### config.mk
export PLATFORM = sky130hd
export DESIGN_NAME = call_latency_log2_histogram_top
export DESIGN_NICKNAME = d
export VERILOG_FILES = /design/src/hw/rtl/cllh_pkg.sv /design/src/hw/rtl/cllh_front.sv /design/src/hw/rtl/cllh_fifo.sv /design/src/hw/rtl/cllh_div.sv /design/src/hw/rtl/cllh_back.sv /design/src/hw/rtl/call_latency_log2_histogram_top.sv
export SDC_FILE = /design/constraint.sdc
export NUM_CORES = 2
export LEC_CHECK = 0
export ABC_AREA = 1
export BUFFER_PORTS_ARGS = -buffer_cell sky130_fd_sc_hd__buf_4
export CAP_MARGIN = 20
export CORE_MARGIN = 3
export CORE_UTILIZATION = 53
export DETAILED_ROUTE_END_ITERATION = 10
export PLACE_DENSITY = 0.76
export SYNTH_ARGS = -nofsm -noshare
export SYNTH_HDL_FRONTEND = slang
export SYNTH_SLANG_ARGS = --single-unit
### constraint.sdc
create_clock -name aclk -period 31.6 [get_ports aclk]
set_clock_uncertainty 0.1 [all_clocks]
set_input_delay 0 -clock aclk [delete_from_list [all_inputs] [get_ports aclk]]
set_output_delay 0 -clock aclk [all_outputs]
set_load 0.02 [all_outputs]
### src/hw/rtl/cllh_pkg.sv
// Shared types, constants and field widths for the call latency log2 histogram.
// Used by every module of the block; depends on nothing.
package cllh_pkg;

    // Default sizes handed to the top level
    localparam int CPUS_DEF        = 8;
    localparam int SLOTS_DEF       = 32;
    localparam int QUEUE_DEPTH_DEF = 2;

    // Field widths of the stream items
    localparam int OP_W         = 3;
    localparam int CPU_FIELD_W  = 3;
    localparam int TS_W         = 64;
    localparam int IDX_W        = 5;
    localparam int SLOT_FIELD_W = 5;
    localparam int SUM_W        = 64;
    localparam int COUNT_W      = 32;
    localparam int DIVISOR_W    = 32;
    localparam int LOG2_W       = 6;

    localparam int S_TDATA_W = 72;
    localparam int M_TDATA_W = 136;
    localparam int M_PAD_W   = M_TDATA_W - (TS_W + SLOT_FIELD_W + SUM_W);

    // Configuration port
    localparam int CFG_INDEX_W = 2;
    localparam int CFG_DATA_W  = 32;

    typedef enum logic [CFG_INDEX_W-1:0] {
        CFG_CORE_FILTER = 2'd0,
        CFG_INCLUDE_ISR = 2'd1,
        CFG_BIN_DIVISOR = 2'd2
    } cfg_index_t;

    // Filter value that lets every CPU through
    localparam logic signed [3:0] FILTER_ALL = -4'sd1;

    typedef enum logic [OP_W-1:0] {
        OP_CALL    = 3'd0,
        OP_IRQ     = 3'd1,
        OP_RET     = 3'd2,
        OP_RD_HIST = 3'd3,
        OP_RD_SUM  = 3'd4
    } op_t;

    // Command kinds after classification by the front end
    typedef enum logic [2:0] {
        CMD_NOP     = 3'd0,
        CMD_CALL    = 3'd1,
        CMD_IRQ     = 3'd2,
        CMD_RET     = 3'd3,
        CMD_RD_HIST = 3'd4,
        CMD_RD_SUM  = 3'd5
    } cmd_kind_t;

    typedef struct packed {
        cmd_kind_t               kind;
        logic [CPU_FIELD_W-1:0]  cpu;
        logic [TS_W-1:0]         ts;
        logic [IDX_W-1:0]        idx;
    } cmd_t;

    typedef struct packed {
        logic signed [3:0]       core_filter;
        logic                    include_isr;
        logic [DIVISOR_W-1:0]    bin_divisor;
    } cfg_t;

    typedef struct packed {
        logic                    start;
        logic [TS_W-1:0]         dividend;
        logic [DIVISOR_W-1:0]    divisor;
    } div_req_t;

    typedef struct packed {
        logic                    done;
        logic [LOG2_W-1:0]       log2;
    } div_res_t;

    typedef enum logic [3:0] {
        B_IDLE    = 4'd0,
        B_LOOKUP  = 4'd1,
        B_ENTRY   = 4'd2,
        B_LATENCY = 4'd3,
        B_SUM     = 4'd4,
        B_DIV     = 4'd5,
        B_HIST_RD = 4'd6,
        B_HIST_WR = 4'd7,
        B_READ    = 4'd8,
        B_DONE    = 4'd9
    } back_state_t;

endpackage

### src/hw/rtl/cllh_front.sv
// Front end: configuration registers and classification of incoming items.
// Depends on cllh_pkg; feeds classified commands to the command queue.
module cllh_front #(
    parameter int CPUS = cllh_pkg::CPUS_DEF
) (
    input  logic                              aclk,
    input  logic                              aresetn,
    input  logic                              s_tvalid,
    output logic                              s_tready,
    // cpu[2:0], timestamp[66:3], read_index[71:67]
    input  logic [cllh_pkg::S_TDATA_W-1:0]    s_tdata,
    // operation[2:0]
    input  logic [cllh_pkg::OP_W-1:0]         s_tuser,
    input  logic                              cfg_wr_en,
    input  logic [cllh_pkg::CFG_INDEX_W-1:0]  cfg_index,
    input  logic [cllh_pkg::CFG_DATA_W-1:0]   cfg_wdata,
    input  logic                              q_full,
    output logic                              q_push,
    output cllh_pkg::cmd_t                    q_cmd,
    output cllh_pkg::cfg_t                    cfg
);

    cllh_pkg::cfg_t cfg_reg;
    cllh_pkg::cfg_t cfg_next;

    logic [cllh_pkg::CPU_FIELD_W-1:0] s_cpu;
    logic [cllh_pkg::TS_W-1:0]        s_ts;
    logic [cllh_pkg::IDX_W-1:0]       s_idx;
    logic                             cpu_ok;
    logic                             entry_ok;

    // Register writes
    always_comb begin
        cfg_next = cfg_reg;
        if (cfg_wr_en) begin
            case (cfg_index)
                cllh_pkg::CFG_CORE_FILTER: cfg_next.core_filter = cfg_wdata[3:0];
                cllh_pkg::CFG_INCLUDE_ISR: cfg_next.include_isr = cfg_wdata[0];
                cllh_pkg::CFG_BIN_DIVISOR: cfg_next.bin_divisor = cfg_wdata;
                default: ;
            endcase
        end
    end

    always_ff @(posedge aclk) begin
        if (!aresetn) begin
            cfg_reg <= '{core_filter: cllh_pkg::FILTER_ALL, include_isr: 1'b0,
                         bin_divisor: 32'd1};
        end else begin
            cfg_reg <= cfg_next;
        end
    end

    assign cfg = cfg_reg;

    // Unpack the item
    assign s_cpu = s_tdata[2:0];
    assign s_ts  = s_tdata[66:3];
    assign s_idx = s_tdata[71:67];

    // CPU range and core filter; a negative filter other than all matches nothing
    assign cpu_ok   = 32'(s_cpu) < CPUS;
    assign entry_ok = (cfg_reg.core_filter == cllh_pkg::FILTER_ALL) ||
                      (!cfg_reg.core_filter[3] && (cfg_reg.core_filter[2:0] == s_cpu));

    // Classify
    always_comb begin
        q_cmd.cpu = s_cpu;
        q_cmd.ts  = s_ts;
        q_cmd.idx = s_idx;
        case (cllh_pkg::op_t'(s_tuser))
            cllh_pkg::OP_CALL:
                q_cmd.kind = (cpu_ok && entry_ok) ? cllh_pkg::CMD_CALL : cllh_pkg::CMD_NOP;
            cllh_pkg::OP_IRQ:
                q_cmd.kind = (cpu_ok && entry_ok) ? cllh_pkg::CMD_IRQ : cllh_pkg::CMD_NOP;
            cllh_pkg::OP_RET:
                q_cmd.kind = cpu_ok ? cllh_pkg::CMD_RET : cllh_pkg::CMD_NOP;
            cllh_pkg::OP_RD_HIST: q_cmd.kind = cllh_pkg::CMD_RD_HIST;
            cllh_pkg::OP_RD_SUM:  q_cmd.kind = cllh_pkg::CMD_RD_SUM;
            default:              q_cmd.kind = cllh_pkg::CMD_NOP;
        endcase
    end

    assign s_tready = !q_full;
    assign q_push   = s_tvalid && !q_full;

endmodule

### src/hw/rtl/cllh_fifo.sv
// Short command queue between the front end and the back end.
// Depends on cllh_pkg for the command type.
module cllh_fifo #(
    parameter int DEPTH = cllh_pkg::QUEUE_DEPTH_DEF
) (
    input  logic           aclk,
    input  logic           aresetn,
    input  logic           push,
    input  cllh_pkg::cmd_t push_cmd,
    output logic           full,
    input  logic           pop,
    output logic           valid,
    output cllh_pkg::cmd_t head
);

    localparam int PW = (DEPTH > 1) ? $clog2(DEPTH) : 1;
    localparam int CW = $clog2(DEPTH + 1);

    cllh_pkg::cmd_t q_mem [DEPTH];

    logic [PW-1:0] wr_ptr_reg, wr_ptr_next;
    logic [PW-1:0] rd_ptr_reg, rd_ptr_next;
    logic [CW-1:0] count_reg, count_next;

    // Pointer and fill level
    always_comb begin
        wr_ptr_next = wr_ptr_reg;
        rd_ptr_next = rd_ptr_reg;
        count_next  = count_reg;
        if (push) begin
            wr_ptr_next = (wr_ptr_reg == PW'(DEPTH - 1)) ? '0 : wr_ptr_reg + 1'b1;
        end
        if (pop) begin
            rd_ptr_next = (rd_ptr_reg == PW'(DEPTH - 1)) ? '0 : rd_ptr_reg + 1'b1;
        end
        if (push && !pop) begin
            count_next = count_reg + 1'b1;
        end else if (pop && !push) begin
            count_next = count_reg - 1'b1;
        end
    end

    always_ff @(posedge aclk) begin
        if (!aresetn) begin
            wr_ptr_reg <= '0;
            rd_ptr_reg <= '0;
            count_reg  <= '0;
        end else begin
            wr_ptr_reg <= wr_ptr_next;
            rd_ptr_reg <= rd_ptr_next;
            count_reg  <= count_next;
        end
    end

    // Storage
    always_ff @(posedge aclk) begin
        if (push) begin
            q_mem[wr_ptr_reg] <= push_cmd;
        end
    end

    assign full  = (count_reg == CW'(DEPTH));
    assign valid = (count_reg != '0);
    assign head  = q_mem[rd_ptr_reg];

endmodule

### src/hw/rtl/cllh_div.sv
// Serial restoring divider, one quotient bit a cycle, reporting floor log2
// of the quotient. Depends on cllh_pkg for the request and result types.
module cllh_div (
    input  logic               aclk,
    input  logic               aresetn,
    input  cllh_pkg::div_req_t div_req,
    output cllh_pkg::div_res_t div_res
);

    logic                              busy_reg;
    logic                              done_reg;
    logic [cllh_pkg::LOG2_W-1:0]       cnt_reg;
    logic [cllh_pkg::TS_W-1:0]         dvd_reg;
    logic [cllh_pkg::DIVISOR_W-1:0]    dsr_reg;
    logic [cllh_pkg::DIVISOR_W-1:0]    rem_reg;
    logic                              found_reg;
    logic [cllh_pkg::LOG2_W-1:0]       log2_reg;

    logic [cllh_pkg::DIVISOR_W:0]      rem_sh;
    logic                              fits;
    logic [cllh_pkg::DIVISOR_W-1:0]    rem_new;

    // One step: shift in the next dividend bit, subtract when it fits.
    // A zero divisor never fits, so the quotient reads as zero.
    assign rem_sh  = {rem_reg, dvd_reg[cllh_pkg::TS_W-1]};
    assign fits    = (dsr_reg != '0) && (rem_sh >= {1'b0, dsr_reg});
    assign rem_new = fits ? cllh_pkg::DIVISOR_W'(rem_sh - {1'b0, dsr_reg})
                          : rem_sh[cllh_pkg::DIVISOR_W-1:0];

    // Control
    always_ff @(posedge aclk) begin
        if (!aresetn) begin
            busy_reg <= 1'b0;
            done_reg <= 1'b0;
        end else begin
            done_reg <= 1'b0;
            if (div_req.start) begin
                busy_reg <= 1'b1;
            end else if (busy_reg && (cnt_reg == '0)) begin
                busy_reg <= 1'b0;
                done_reg <= 1'b1;
            end
        end
    end

    // Datapath; first quotient bit found gives floor log2
    always_ff @(posedge aclk) begin
        if (div_req.start) begin
            cnt_reg   <= '1;
            dvd_reg   <= div_req.dividend;
            dsr_reg   <= div_req.divisor;
            rem_reg   <= '0;
            found_reg <= 1'b0;
            log2_reg  <= '0;
        end else if (busy_reg) begin
            cnt_reg <= cnt_reg - 1'b1;
            dvd_reg <= {dvd_reg[cllh_pkg::TS_W-2:0], 1'b0};
            rem_reg <= rem_new;
            if (fits && !found_reg) begin
                found_reg <= 1'b1;
                log2_reg  <= cnt_reg;
            end
        end
    end

    assign div_res = '{done: done_reg, log2: log2_reg};

endmodule

### src/hw/rtl/cllh_back.sv
// Back end: sequencer that executes commands against the per-CPU stores,
// sums and histogram, and the output register. Depends on cllh_pkg.
module cllh_back #(
    parameter int CPUS  = cllh_pkg::CPUS_DEF,
    parameter int SLOTS = cllh_pkg::SLOTS_DEF
) (
    input  logic                           aclk,
    input  logic                           aresetn,
    input  logic                           q_valid,
    input  cllh_pkg::cmd_t                 q_head,
    output logic                           q_pop,
    input  cllh_pkg::cfg_t                 cfg,
    output cllh_pkg::div_req_t             div_req,
    input  cllh_pkg::div_res_t             div_res,
    output logic                           m_tvalid,
    input  logic                           m_tready,
    // latency[63:0], slot[68:64], read_value[132:69], zero[135:133]
    output logic [cllh_pkg::M_TDATA_W-1:0] m_tdata,
    // recorded[0]
    output logic [0:0]                     m_tuser
);

    localparam int CPU_W  = (CPUS > 1) ? $clog2(CPUS) : 1;
    localparam int SLOT_W = $clog2(SLOTS);

    cllh_pkg::back_state_t state_reg, state_next;
    cllh_pkg::cmd_t        cmd_reg;

    // Result under construction
    logic                            rec_reg;
    logic [cllh_pkg::TS_W-1:0]       lat_reg;
    logic [SLOT_W-1:0]               slot_reg;
    logic [cllh_pkg::SUM_W-1:0]      rval_reg;
    logic [SLOT_W-1:0]               hist_addr_reg;
    logic [CPU_W-1:0]                sum_addr_reg;

    // Control state and valid bits
    logic [cllh_pkg::SUM_W-1:0]      global_sum_reg;
    logic [CPUS-1:0]                 active_reg;
    logic [CPUS-1:0]                 irq_seen_reg;
    logic [CPUS-1:0]                 sum_vld_reg;
    logic [SLOTS-1:0]                hist_vld_reg;

    // Output register
    logic                            m_tvalid_reg, m_tvalid_next;
    logic                            m_rec_reg;
    logic [cllh_pkg::TS_W-1:0]       m_lat_reg;
    logic [SLOT_W-1:0]               m_slot_reg;
    logic [cllh_pkg::SUM_W-1:0]      m_rval_reg;

    // Stores
    logic [cllh_pkg::TS_W-1:0]       start_mem [CPUS];
    logic [cllh_pkg::TS_W-1:0]       irq_mem   [CPUS];
    logic [cllh_pkg::SUM_W-1:0]      sum_mem   [CPUS];
    logic [cllh_pkg::COUNT_W-1:0]    hist_mem  [SLOTS];
    logic [cllh_pkg::TS_W-1:0]       start_rd_reg;
    logic [cllh_pkg::TS_W-1:0]       irq_rd_reg;
    logic [cllh_pkg::SUM_W-1:0]      sum_rd_reg;
    logic [cllh_pkg::COUNT_W-1:0]    hist_rd_reg;

    // Strobes
    logic call_we, irq_we, lat_ld, sum_we, slot_ld, hist_we, read_ld, out_ld;

    logic [CPU_W-1:0]                cpu_idx;
    logic                            out_free;
    logic [cllh_pkg::TS_W-1:0]       lat_calc;
    logic [cllh_pkg::SUM_W-1:0]      sum_old;
    logic [cllh_pkg::COUNT_W-1:0]    hist_old;
    logic [SLOT_W-1:0]               slot_calc;
    logic [cllh_pkg::SUM_W-1:0]      read_value;

    assign cpu_idx  = CPU_W'(cmd_reg.cpu);
    assign out_free = !m_tvalid_reg || m_tready;

    // Next state
    always_comb begin
        state_next = state_reg;
        case (state_reg)
            cllh_pkg::B_IDLE: begin
                if (q_valid) begin
                    case (q_head.kind)
                        cllh_pkg::CMD_CALL, cllh_pkg::CMD_IRQ:
                            state_next = cllh_pkg::B_ENTRY;
                        cllh_pkg::CMD_RET, cllh_pkg::CMD_RD_HIST, cllh_pkg::CMD_RD_SUM:
                            state_next = cllh_pkg::B_LOOKUP;
                        default:
                            state_next = cllh_pkg::B_DONE;
                    endcase
                end
            end
            cllh_pkg::B_LOOKUP: begin
                if (cmd_reg.kind == cllh_pkg::CMD_RET) begin
                    state_next = active_reg[cpu_idx] ? cllh_pkg::B_LATENCY : cllh_pkg::B_DONE;
                end else begin
                    state_next = cllh_pkg::B_READ;
                end
            end
            cllh_pkg::B_ENTRY:   state_next = cllh_pkg::B_DONE;
            cllh_pkg::B_LATENCY: state_next = cllh_pkg::B_SUM;
            cllh_pkg::B_SUM:     state_next = cllh_pkg::B_DIV;
            cllh_pkg::B_DIV: begin
                if (div_res.done) begin
                    state_next = cllh_pkg::B_HIST_RD;
                end
            end
            cllh_pkg::B_HIST_RD: state_next = cllh_pkg::B_HIST_WR;
            cllh_pkg::B_HIST_WR: state_next = cllh_pkg::B_DONE;
            cllh_pkg::B_READ:    state_next = cllh_pkg::B_DONE;
            cllh_pkg::B_DONE: begin
                if (out_free) begin
                    state_next = cllh_pkg::B_IDLE;
                end
            end
            default: state_next = cllh_pkg::B_IDLE;
        endcase
    end

    // State outputs
    always_comb begin
        q_pop   = 1'b0;
        call_we = 1'b0;
        irq_we  = 1'b0;
        lat_ld  = 1'b0;
        sum_we  = 1'b0;
        slot_ld = 1'b0;
        hist_we = 1'b0;
        read_ld = 1'b0;
        out_ld  = 1'b0;
        case (state_reg)
            cllh_pkg::B_IDLE:    q_pop   = q_valid;
            cllh_pkg::B_ENTRY: begin
                call_we = (cmd_reg.kind == cllh_pkg::CMD_CALL);
                irq_we  = (cmd_reg.kind == cllh_pkg::CMD_IRQ);
            end
            cllh_pkg::B_LATENCY: lat_ld  = 1'b1;
            cllh_pkg::B_SUM:     sum_we  = 1'b1;
            cllh_pkg::B_DIV:     slot_ld = div_res.done;
            cllh_pkg::B_HIST_WR: hist_we = 1'b1;
            cllh_pkg::B_READ:    read_ld = 1'b1;
            cllh_pkg::B_DONE:    out_ld  = out_free;
            default: ;
        endcase
    end

    // Latency ends at the interrupt unless interrupt time is included
    assign lat_calc = ((irq_seen_reg[cpu_idx] && !cfg.include_isr) ? irq_rd_reg : cmd_reg.ts)
                      - start_rd_reg;

    assign sum_old  = sum_vld_reg[sum_addr_reg]   ? sum_rd_reg  : '0;
    assign hist_old = hist_vld_reg[hist_addr_reg] ? hist_rd_reg : '0;

    // Clamp the log2 to the last slot
    assign slot_calc = (32'(div_res.log2) >= SLOTS) ? SLOT_W'(SLOTS - 1)
                                                    : SLOT_W'(div_res.log2);

    // Read results; out of range reads give zero
    always_comb begin
        read_value = '0;
        if (cmd_reg.kind == cllh_pkg::CMD_RD_HIST) begin
            if (32'(cmd_reg.idx) < SLOTS) begin
                read_value = cllh_pkg::SUM_W'(hist_old);
            end
        end else if (cmd_reg.idx == '0) begin
            read_value = global_sum_reg;
        end else if (32'(cmd_reg.idx) <= CPUS) begin
            read_value = sum_old;
        end
    end

    assign div_req = '{start: sum_we, dividend: lat_reg, divisor: cfg.bin_divisor};

    assign m_tvalid_next = out_ld ? 1'b1 : (m_tready ? 1'b0 : m_tvalid_reg);

    // Control registers and valid bits
    always_ff @(posedge aclk) begin
        if (!aresetn) begin
            state_reg      <= cllh_pkg::B_IDLE;
            m_tvalid_reg   <= 1'b0;
            global_sum_reg <= '0;
            active_reg     <= '0;
            irq_seen_reg   <= '0;
            sum_vld_reg    <= '0;
            hist_vld_reg   <= '0;
        end else begin
            state_reg    <= state_next;
            m_tvalid_reg <= m_tvalid_next;
            if (call_we) begin
                active_reg[cpu_idx]   <= 1'b1;
                irq_seen_reg[cpu_idx] <= 1'b0;
            end
            if (irq_we) begin
                irq_seen_reg[cpu_idx] <= 1'b1;
            end
            if (lat_ld) begin
                active_reg[cpu_idx] <= 1'b0;
            end
            if (sum_we) begin
                global_sum_reg            <= global_sum_reg + lat_reg;
                sum_vld_reg[sum_addr_reg] <= 1'b1;
            end
            if (hist_we) begin
                hist_vld_reg[hist_addr_reg] <= 1'b1;
            end
        end
    end

    // Command and result payload
    always_ff @(posedge aclk) begin
        if (q_pop) begin
            cmd_reg       <= q_head;
            rec_reg       <= 1'b0;
            lat_reg       <= '0;
            slot_reg      <= '0;
            rval_reg      <= '0;
            hist_addr_reg <= SLOT_W'(q_head.idx);
            sum_addr_reg  <= (q_head.kind == cllh_pkg::CMD_RD_SUM)
                             ? CPU_W'(q_head.idx - 5'd1) : CPU_W'(q_head.cpu);
        end
        if (lat_ld) begin
            lat_reg <= lat_calc;
        end
        if (slot_ld) begin
            rec_reg       <= 1'b1;
            slot_reg      <= slot_calc;
            hist_addr_reg <= slot_calc;
        end
        if (read_ld) begin
            rval_reg <= read_value;
        end
        if (out_ld) begin
            m_rec_reg  <= rec_reg;
            m_lat_reg  <= lat_reg;
            m_slot_reg <= slot_reg;
            m_rval_reg <= rval_reg;
        end
    end

    // Call start times
    always_ff @(posedge aclk) begin
        if (call_we) begin
            start_mem[cpu_idx] <= cmd_reg.ts;
        end
        start_rd_reg <= start_mem[cpu_idx];
    end

    // Interrupt times
    always_ff @(posedge aclk) begin
        if (irq_we) begin
            irq_mem[cpu_idx] <= cmd_reg.ts;
        end
        irq_rd_reg <= irq_mem[cpu_idx];
    end

    // Per-CPU latency sums
    always_ff @(posedge aclk) begin
        if (sum_we) begin
            sum_mem[sum_addr_reg] <= sum_old + lat_reg;
        end
        sum_rd_reg <= sum_mem[sum_addr_reg];
    end

    // Histogram counters, wrapping
    always_ff @(posedge aclk) begin
        if (hist_we) begin
            hist_mem[hist_addr_reg] <= hist_old + 32'd1;
        end
        hist_rd_reg <= hist_mem[hist_addr_reg];
    end

    assign m_tvalid = m_tvalid_reg;
    assign m_tuser  = m_rec_reg;
    assign m_tdata  = {{cllh_pkg::M_PAD_W{1'b0}}, m_rval_reg,
                       cllh_pkg::SLOT_FIELD_W'(m_slot_reg), m_lat_reg};

endmodule

### src/hw/rtl/call_latency_log2_histogram_top.sv
// Per-CPU call latency log2 histogram: command flow, interfaces and sizing.
// Depends on cllh_pkg, cllh_front, cllh_fifo, cllh_div and cllh_back.
//
// Events arrive on the s_ stream (operation in tuser; cpu, timestamp and read
// index in tdata) and every accepted item yields exactly one result on the m_
// stream. A front end classifies items into a short command queue, so input
// is taken while the back end works; the back end handles one command at a
// time. A call return that records a sample pops the command, looks up the
// start time, forms the latency and updates the sums, then waits on the serial
// divider (64 quotient bits, one per cycle, which also yield floor log2 of the
// quotient, then its done flag), does a read-modify-write of the histogram
// counter and loads the output register. Call and interrupt entries record
// their timestamp and, like ignored events and returns without a start, give
// a result with no sample; reads return the value asked for. A result held
// by m_tready low stalls the back end until it is taken.
// All stores come out of reset empty through valid bits; there is no clearing
// pass. Configuration is to be written through cfg_wr_en/cfg_index/cfg_wdata
// while no item is in flight; the block itself does not enforce this.
module call_latency_log2_histogram_top #(
    parameter int CPUS        = cllh_pkg::CPUS_DEF,
    parameter int SLOTS       = cllh_pkg::SLOTS_DEF,
    parameter int QUEUE_DEPTH = cllh_pkg::QUEUE_DEPTH_DEF
) (
    input  logic                              aclk,
    input  logic                              aresetn,
    input  logic                              s_tvalid,
    output logic                              s_tready,
    // cpu[2:0], timestamp[66:3], read_index[71:67]
    input  logic [cllh_pkg::S_TDATA_W-1:0]    s_tdata,
    // operation[2:0]
    input  logic [cllh_pkg::OP_W-1:0]         s_tuser,
    output logic                              m_tvalid,
    input  logic                              m_tready,
    // latency[63:0], slot[68:64], read_value[132:69], zero[135:133]
    output logic [cllh_pkg::M_TDATA_W-1:0]    m_tdata,
    // recorded[0]
    output logic [0:0]                        m_tuser,
    input  logic                              cfg_wr_en,
    input  logic [cllh_pkg::CFG_INDEX_W-1:0]  cfg_index,
    input  logic [cllh_pkg::CFG_DATA_W-1:0]   cfg_wdata
);

    cllh_pkg::cmd_t     push_cmd;
    cllh_pkg::cmd_t     head_cmd;
    cllh_pkg::cfg_t     cfg;
    cllh_pkg::div_req_t div_req;
    cllh_pkg::div_res_t div_res;
    logic               q_push;
    logic               q_full;
    logic               q_pop;
    logic               q_valid;

    // Classification and configuration
    cllh_front #(
        .CPUS (CPUS)
    ) u_front (
        .aclk      (aclk),
        .aresetn   (aresetn),
        .s_tvalid  (s_tvalid),
        .s_tready  (s_tready),
        .s_tdata   (s_tdata),
        .s_tuser   (s_tuser),
        .cfg_wr_en (cfg_wr_en),
        .cfg_index (cfg_index),
        .cfg_wdata (cfg_wdata),
        .q_full    (q_full),
        .q_push    (q_push),
        .q_cmd     (push_cmd),
        .cfg       (cfg)
    );

    // Command queue
    cllh_fifo #(
        .DEPTH (QUEUE_DEPTH)
    ) u_fifo (
        .aclk     (aclk),
        .aresetn  (aresetn),
        .push     (q_push),
        .push_cmd (push_cmd),
        .full     (q_full),
        .pop      (q_pop),
        .valid    (q_valid),
        .head     (head_cmd)
    );

    // Serial divider for binning
    cllh_div u_div (
        .aclk    (aclk),
        .aresetn (aresetn),
        .div_req (div_req),
        .div_res (div_res)
    );

    // Execution and output register
    cllh_back #(
        .CPUS  (CPUS),
        .SLOTS (SLOTS)
    ) u_back (
        .aclk     (aclk),
        .aresetn  (aresetn),
        .q_valid  (q_valid),
        .q_head   (head_cmd),
        .q_pop    (q_pop),
        .cfg      (cfg),
        .div_req  (div_req),
        .div_res  (div_res),
        .m_tvalid (m_tvalid),
        .m_tready (m_tready),
        .m_tdata  (m_tdata),
        .m_tuser  (m_tuser)
    );

endmodule

* Yosys cells after proc, flatten, opt, wreduce, memory -nomap -nowiden
Memories as Yosys holds them, arrays and structs flattened. A register that Yosys moved wholly into a read port is not among the register bits.
Index checks and enable logic that the tools add are counted.
** Operators by class
- Mux-type cells :: 78
- Eq/ne operators :: 30
- Bitwise logic cells :: 8
- Add/subtract/negate cells :: 11
- Reductions and logical operators :: 43
- Order comparisons :: 9
** Operator list (number)
- two-way mux 64 bit :: 10
- adder 64 bit :: 2
- two-way mux 32 bit :: 2
- subtractor 64 bit :: 1
- two-way mux 8 bit :: 6
- two-way mux 1 bit :: 36
- greater-or-equal comparator 33 x 32 -> 1 bit :: 1
- adder 32 x 1 -> 32 bit, second input constant :: 1
- OR 32 bit :: 1
- case mux 4 bit (8 select lines) :: 1
- nonzero test 32 bit :: 1
- subtractor 32 bit :: 1
- two-way mux 5 bit :: 5
- OR 8 bit :: 3
- two-way mux 4 bit :: 5
- == test 3 x 2 -> 1 bit, second input constant :: 6
- AND 8 bit :: 2
- == test 4 x 3 -> 1 bit, second input constant :: 4
- nonzero test 2 bit :: 8
- case mux 3 bit (5 select lines) :: 1
- == test 3 bit, second input constant :: 4
- logical AND 1 bit :: 11
- binary-select mux 1 bit (select 3 bit) :: 3
- == test 3 x 1 -> 1 bit, second input constant :: 3
- other kinds (38) :: 61
** Storage, ports and cells
- Memories kept :: 5
- Register bits :: 660
- Input port bits :: 114
- Output and inout bits :: 139
- Bits in writable memories :: 2710
** Memories
- u_back.hist_mem :: depth 32, bits a word 32, read ports 1, clocked after Yosys merged registers in 1, wr ports 1, line cllh_back.sv:55 : logic [cllh_pkg::COUNT_W-1:0] hist_mem [SLOTS];
- u_back.irq_mem :: depth 8, bits a word 64, read ports 1, clocked after Yosys merged registers in 1, wr ports 1, line cllh_back.sv:53 : logic [cllh_pkg::TS_W-1:0] irq_mem [CPUS];
- u_back.start_mem :: depth 8, bits a word 64, read ports 1, clocked after Yosys merged registers in 1, wr ports 1, line cllh_back.sv:52 : logic [cllh_pkg::TS_W-1:0] start_mem [CPUS];
- u_back.sum_mem :: depth 8, bits a word 64, read ports 1, clocked after Yosys merged registers in 1, wr ports 1, line cllh_back.sv:54 : logic [cllh_pkg::SUM_W-1:0] sum_mem [CPUS];
- u_fifo.q_mem :: depth 2, bits a word 75, read ports 1, clocked after Yosys merged registers in 1, wr ports 1, line cllh_fifo.sv:19 : cllh_pkg::cmd_t q_mem [DEPTH];

* Logic depth before layout (Yosys ltp)
- Depth after elaboration :: 10
- Depth in mapped cells :: 26

* By module
From an unflattened synthesis, not the netlist that was laid out.
** Unflattened totals
- Cell total of the unflattened synthesis :: 11734
- Area, all modules :: 146335.3 µm²
** By module, submodules not included
- cllh_back :: instances 1, area each 130395.1 µm², seq. area each 94390.5 µm², cells each 10121
- cllh_div :: instances 1, area each 8100.3 µm², seq. area each 3823.7 µm², cells each 1072
- cllh_fifo :: instances 1, area each 5841.9 µm², seq. area each 4604.4 µm², cells each 268
- cllh_front :: instances 1, area each 1998.2 µm², seq. area each 740.7 µm², cells each 273

* Least setup slack after synthesis
No wires, ideal clock.
- Path type :: register -> register
- From :: register u_back.state_reg[3]
- To :: register u_back.m_lat_reg[0] (netlist name) (enable)
- Stages on the path, launching flop included :: 3
- Data arrival time :: 13.214 ns
- Path buffers :: 0
- Period minus slack after synthesis :: 14.270 ns
- Path slack :: 17.330 ns
- Cell sequence :: dfxtp_1 > inv_1 > nor4_1
** On the way
- Longest elaborated chain between the ends :: 2
** Ends and longest elaborated chain
- start: declaration :: line cllh_back.sv:26 : cllh_pkg::back_state_t state_reg, state_next;
- start signal: assignment :: line cllh_back.sv:177 : state_reg <= cllh_pkg::B_IDLE;
- start signal: assignment :: line cllh_back.sv:185 : state_reg <= state_next;
- == test 4 bit :: line cllh_back.sv:129 : case (state_reg)
- two-way mux 1 bit :: line cllh_back.sv:129
- end signal: assignment :: line cllh_back.sv:232 : m_lat_reg <= lat_reg;
- end: declaration :: line cllh_back.sv:47 : logic [cllh_pkg::TS_W-1:0] m_lat_reg;
No other way between the ends.
A chain may end at the register's enable or synchronous reset.

* Worst setup path in the final report
- From :: register u_back.sum_addr_reg[1]
- To :: memory u_back.sum_mem[4][40] (netlist name), data pin
** On the way
- Longest elaborated chain between the ends :: 4
** Ends and longest elaborated chain
- start: declaration :: line cllh_back.sv:35 : logic [CPU_W-1:0] sum_addr_reg;
- start signal: assignment :: line cllh_back.sv:216 : sum_addr_reg <= (q_head.kind == cllh_pkg::CMD_RD_SUM)
- binary-select mux 1 bit (select 3 bit) :: line cllh_back.sv:149 : assign sum_old = sum_vld_reg[sum_addr_reg] ? sum_rd_reg : '0;
- two-way mux 1 bit (implied by the code) :: line cllh_back.sv:149
- two-way mux 64 bit :: line cllh_back.sv:149
- adder 64 bit :: line cllh_back.sv:257 : sum_mem[sum_addr_reg] <= sum_old + lat_reg;
- end: declaration :: line cllh_back.sv:54
No other way between the ends. The select of a mux whose other input is x is not followed.

==> results.cfg <==
[worst_setup_path]
crit_type = reg -> reg
crit_arrival_ns = 7.17
slowest_stage = xor2_1
crit_chain = inv_1, nand3_1, inv_2, nand2_1, nand2_1, a221oi_1, nand2_1, inv_2, buf_4, nor2_1, ha_1, nand2_1, nor2_1, inv_1, nor2_1, inv_1, nor2_1, nand2_1, nand3_1, nand3_1, o21bai_1, xor2_1
crit_fanout = 60
cp-end-kind = register
startpoint_type = register
r2r_cells = 22
cp_slowest_stage_delay_ns = 0.87
crit_top_cell = nand2_1
cp.required_ns = 32.09

[global_route]
grtUsageTotal_pct = 33.0
grt_pass1_vias = 97900
grt_pass1_wl_mm = 672
antenna_found_initial = 28
grt_max_degree = 186
grt_overflow = 0

[sta]
tightest_slew_ns = 1.29
maxSlewViolCount = 0
min_period_ns = 6.68
setup_tns_ns = 0
finalSetupViolCount = 0
hold_viol_final = 0
fmax_mhz = 150
slew_headroom_pct = 13.9
grt_setup_unrepaired = no
fin_crit_sh_pct = 21.1

[finish]
final_cell_mix = 3156 x edfxtp_1, 2180 x nand2_1, 947 x nor2_1
largest-register = u_back.hist_mem
drive_gt1_share_pct = 9.51
area_growth_pct = 14.7
utilization_pct = 61.3
final_cells = 16200
layout_commonest_cell = edfxtp_1
final_nets = 12600
n_fill_cell = 20100
largest_reg_flops = 1024

[placement]
dp.cells = 15200
io_buffers = 249
post-dp-hpwl_mm = 297
gp_congestion = 1.01

[power]
p_switching_w = 0.00527
irDropWorstVdd_mv = 0.0811
power_leakage_nw = 58.3
seq_power_share_pct = 43.8
power_frac_clock_pct = 29.0
combinationalPowerShare_pct = 27.2
powerDensity_nw_per_um2 = 88.7
power.internal_w = 0.00947
swShare_pct = 35.8
power_w = 0.0147

[logic_synthesis]
ys_types = 55
netlist_instances = 11700
synth_seq_cells = 3595
syn_area_per_cell_um2 = 12.4
async_flop_share_pct = 0
synth_warnings = 0
synth_edf_count = 3156
syn_area_um2 = 145000
synth_top_flop_cell = edfxtp_1
synth-seq-area-share_pct = 71.5

[die]
ioPinCount = 253
dieArea_um2 = 280000
rows = 191
die_y_um = 529
die_x_um = 529
fp.coreArea_um2 = 271000
initial_utilization_pct = 53.4

[run_status]
outcome = completed

[detailed_routing]
drt_iter0_markers = 14800
vias_per_cell = 6.24
first_pass_iters = 8
wl_per_cell_um = 29.3
drc = 0
vias = 101000
wl_mm = 474
antenna_left = 0

[clock_tree]
clock_path_buffers = 4
htree_levels = 5
cts.repair.resized = 0
cts.sinks = 3595
cts_made_buffers = 353
root_buffer = clkbuf_16
cts_tree = built
clk_latency_ns = 0.98
clk_pin_slew_ns = 0.06
holdBufCountCts = 259
cts_setup_buffers = 0

[run]
maxCapViolations = 0

[worst_hold_path]
hold_class = in -> reg
min_path_cells = 4
-- routing by layer --
layer,share of wire [%],GRT usage [%],vias to the layer above
li1,-,-,43600
met1,37,44.6,49100
met2,45,50.8,6822
met3,12,7.13,1209
met4,5.8,16.7,8
met5,0.012,0,-
-- cell usage after synthesis (6+ instances only) --
cell type | instances | area [um2]
a2111oi_0 | 7 | 61.3
a211oi_1 | 11 | 82.6
a21boi_0 | 16 | 120
a21o_1 | 29 | 218
a21oi_1 | 697 | 3490
a221oi_1 | 192 | 1680
a22o_1 | 135 | 1180
a22oi_1 | 748 | 5620
a31oi_1 | 27 | 169
buf_1 | 85 | 319
buf_2 | 26 | 130
clkbuf_1 | 327 | 1230
clkinv_1 | 6 | 22.5
dfxtp_1 | 439 | 8790
edfxtp_1 | 3156 | 94800
ha_1 | 226 | 2830
inv_1 | 920 | 3450
inv_2 | 11 | 41.3
mux2_2 | 62 | 698
nand2_1 | 2184 | 8200
nand3_1 | 345 | 1730
nand3b_1 | 14 | 105
nand4_1 | 222 | 1390
nor2_1 | 1009 | 3790
nor3_1 | 60 | 300
nor4_1 | 52 | 325
o211ai_1 | 14 | 105
o21a_1 | 26 | 195
o21ai_0 | 382 | 1910
o21bai_1 | 46 | 345
or2_2 | 35 | 219
xnor2_1 | 30 | 263
xor2_1 | 79 | 692
-- worst max-delay path, delay by kind of cell, from the launching register on --
| kind | cells | cell delay, ns |
|---|---|---|
| buf+inv | 6 | 1.66 |
| flops | 1 | 0.53 |
| fa+ha+maj | 1 | 0.44 |
| simple gates | 12 | 2.11 |
| xor+xnor | 1 | 0.87 |
| compound gates | 2 | 0.52 |
-- power groups by stage --
| stage | Sequential, W | Combinational [W] | Clock [W] |
|---|---|---|---|
| global placement | 0.00652 | 0.00383 | 0 |
| global route | 0.00648 | 0.00429 | 0.00449 |
| CTS | 0.00644 | 0.00393 | 0.00430 |
| finish | 0.00646 | 0.00401 | 0.00427 |
| detailed placement | 0.00653 | 0.00387 | 0 |
| floorplan | 0.00621 | 0.00241 | 0 |
-- kinds of logic after synthesis --
group                    after synthesis  synth area share, %
other                                  1              0.00259
multiplexers                          63                0.489
flip-flops                          3595                 71.5
AO/OA/AOI/OAI                       2344                 10.5
AND/OR/NAND/NOR                     3949                 11.2
XOR/XNOR                             109                0.659
buffers and inverters               1381                 3.62
adder cells (fa/ha/maj)              230                 2.01
-- metrics by stage --
| stage | setup slack, ns | instance area (um2) | hold WS (ns) |
|---|---|---|---|
| floorplan | 17.33 | 145000 | -0.00113 |
| global placement | 24.98 | 151000 | 0.0847 |
| detailed placement | 25.18 | 152000 | 0.0874 |
| CTS | 25.12 | 166000 | 0.00358 |
| global route | 24.52 | 166000 | 0.0973 |
| finish | 24.92 | 166000 | 0.0618 |
-- path summary, 6_finish.rpt --
kind                                 to              startpoint  slack [ns]
setup / recovery  u_back.sum_mem[4][40]  u_back.sum_addr_reg[1]       24.92
hold / removal      u_fifo.q_mem[1][74]              s_tuser[0]        0.06
setup reg to reg  u_back.sum_mem[4][40]  u_back.sum_addr_reg[1]       24.92
hold reg to reg   u_back.m_rval_reg[11]     u_back.rval_reg[11]        0.29
-- area by class of cell --
class	instances	area [um2]	share of cell area (%)
diodes	9	22.5	0.0135
clock buffers	481	9760	5.87
clock inverters	177	2090	1.25
inverters	937	3550	2.13
multi-input cells	6698	36800	22.1
flip-flops and latches	3595	104000	62.3
well taps	3570	4470	2.69
repair buffers	689	6040	3.63
Power figures use the tool's default switching activity.
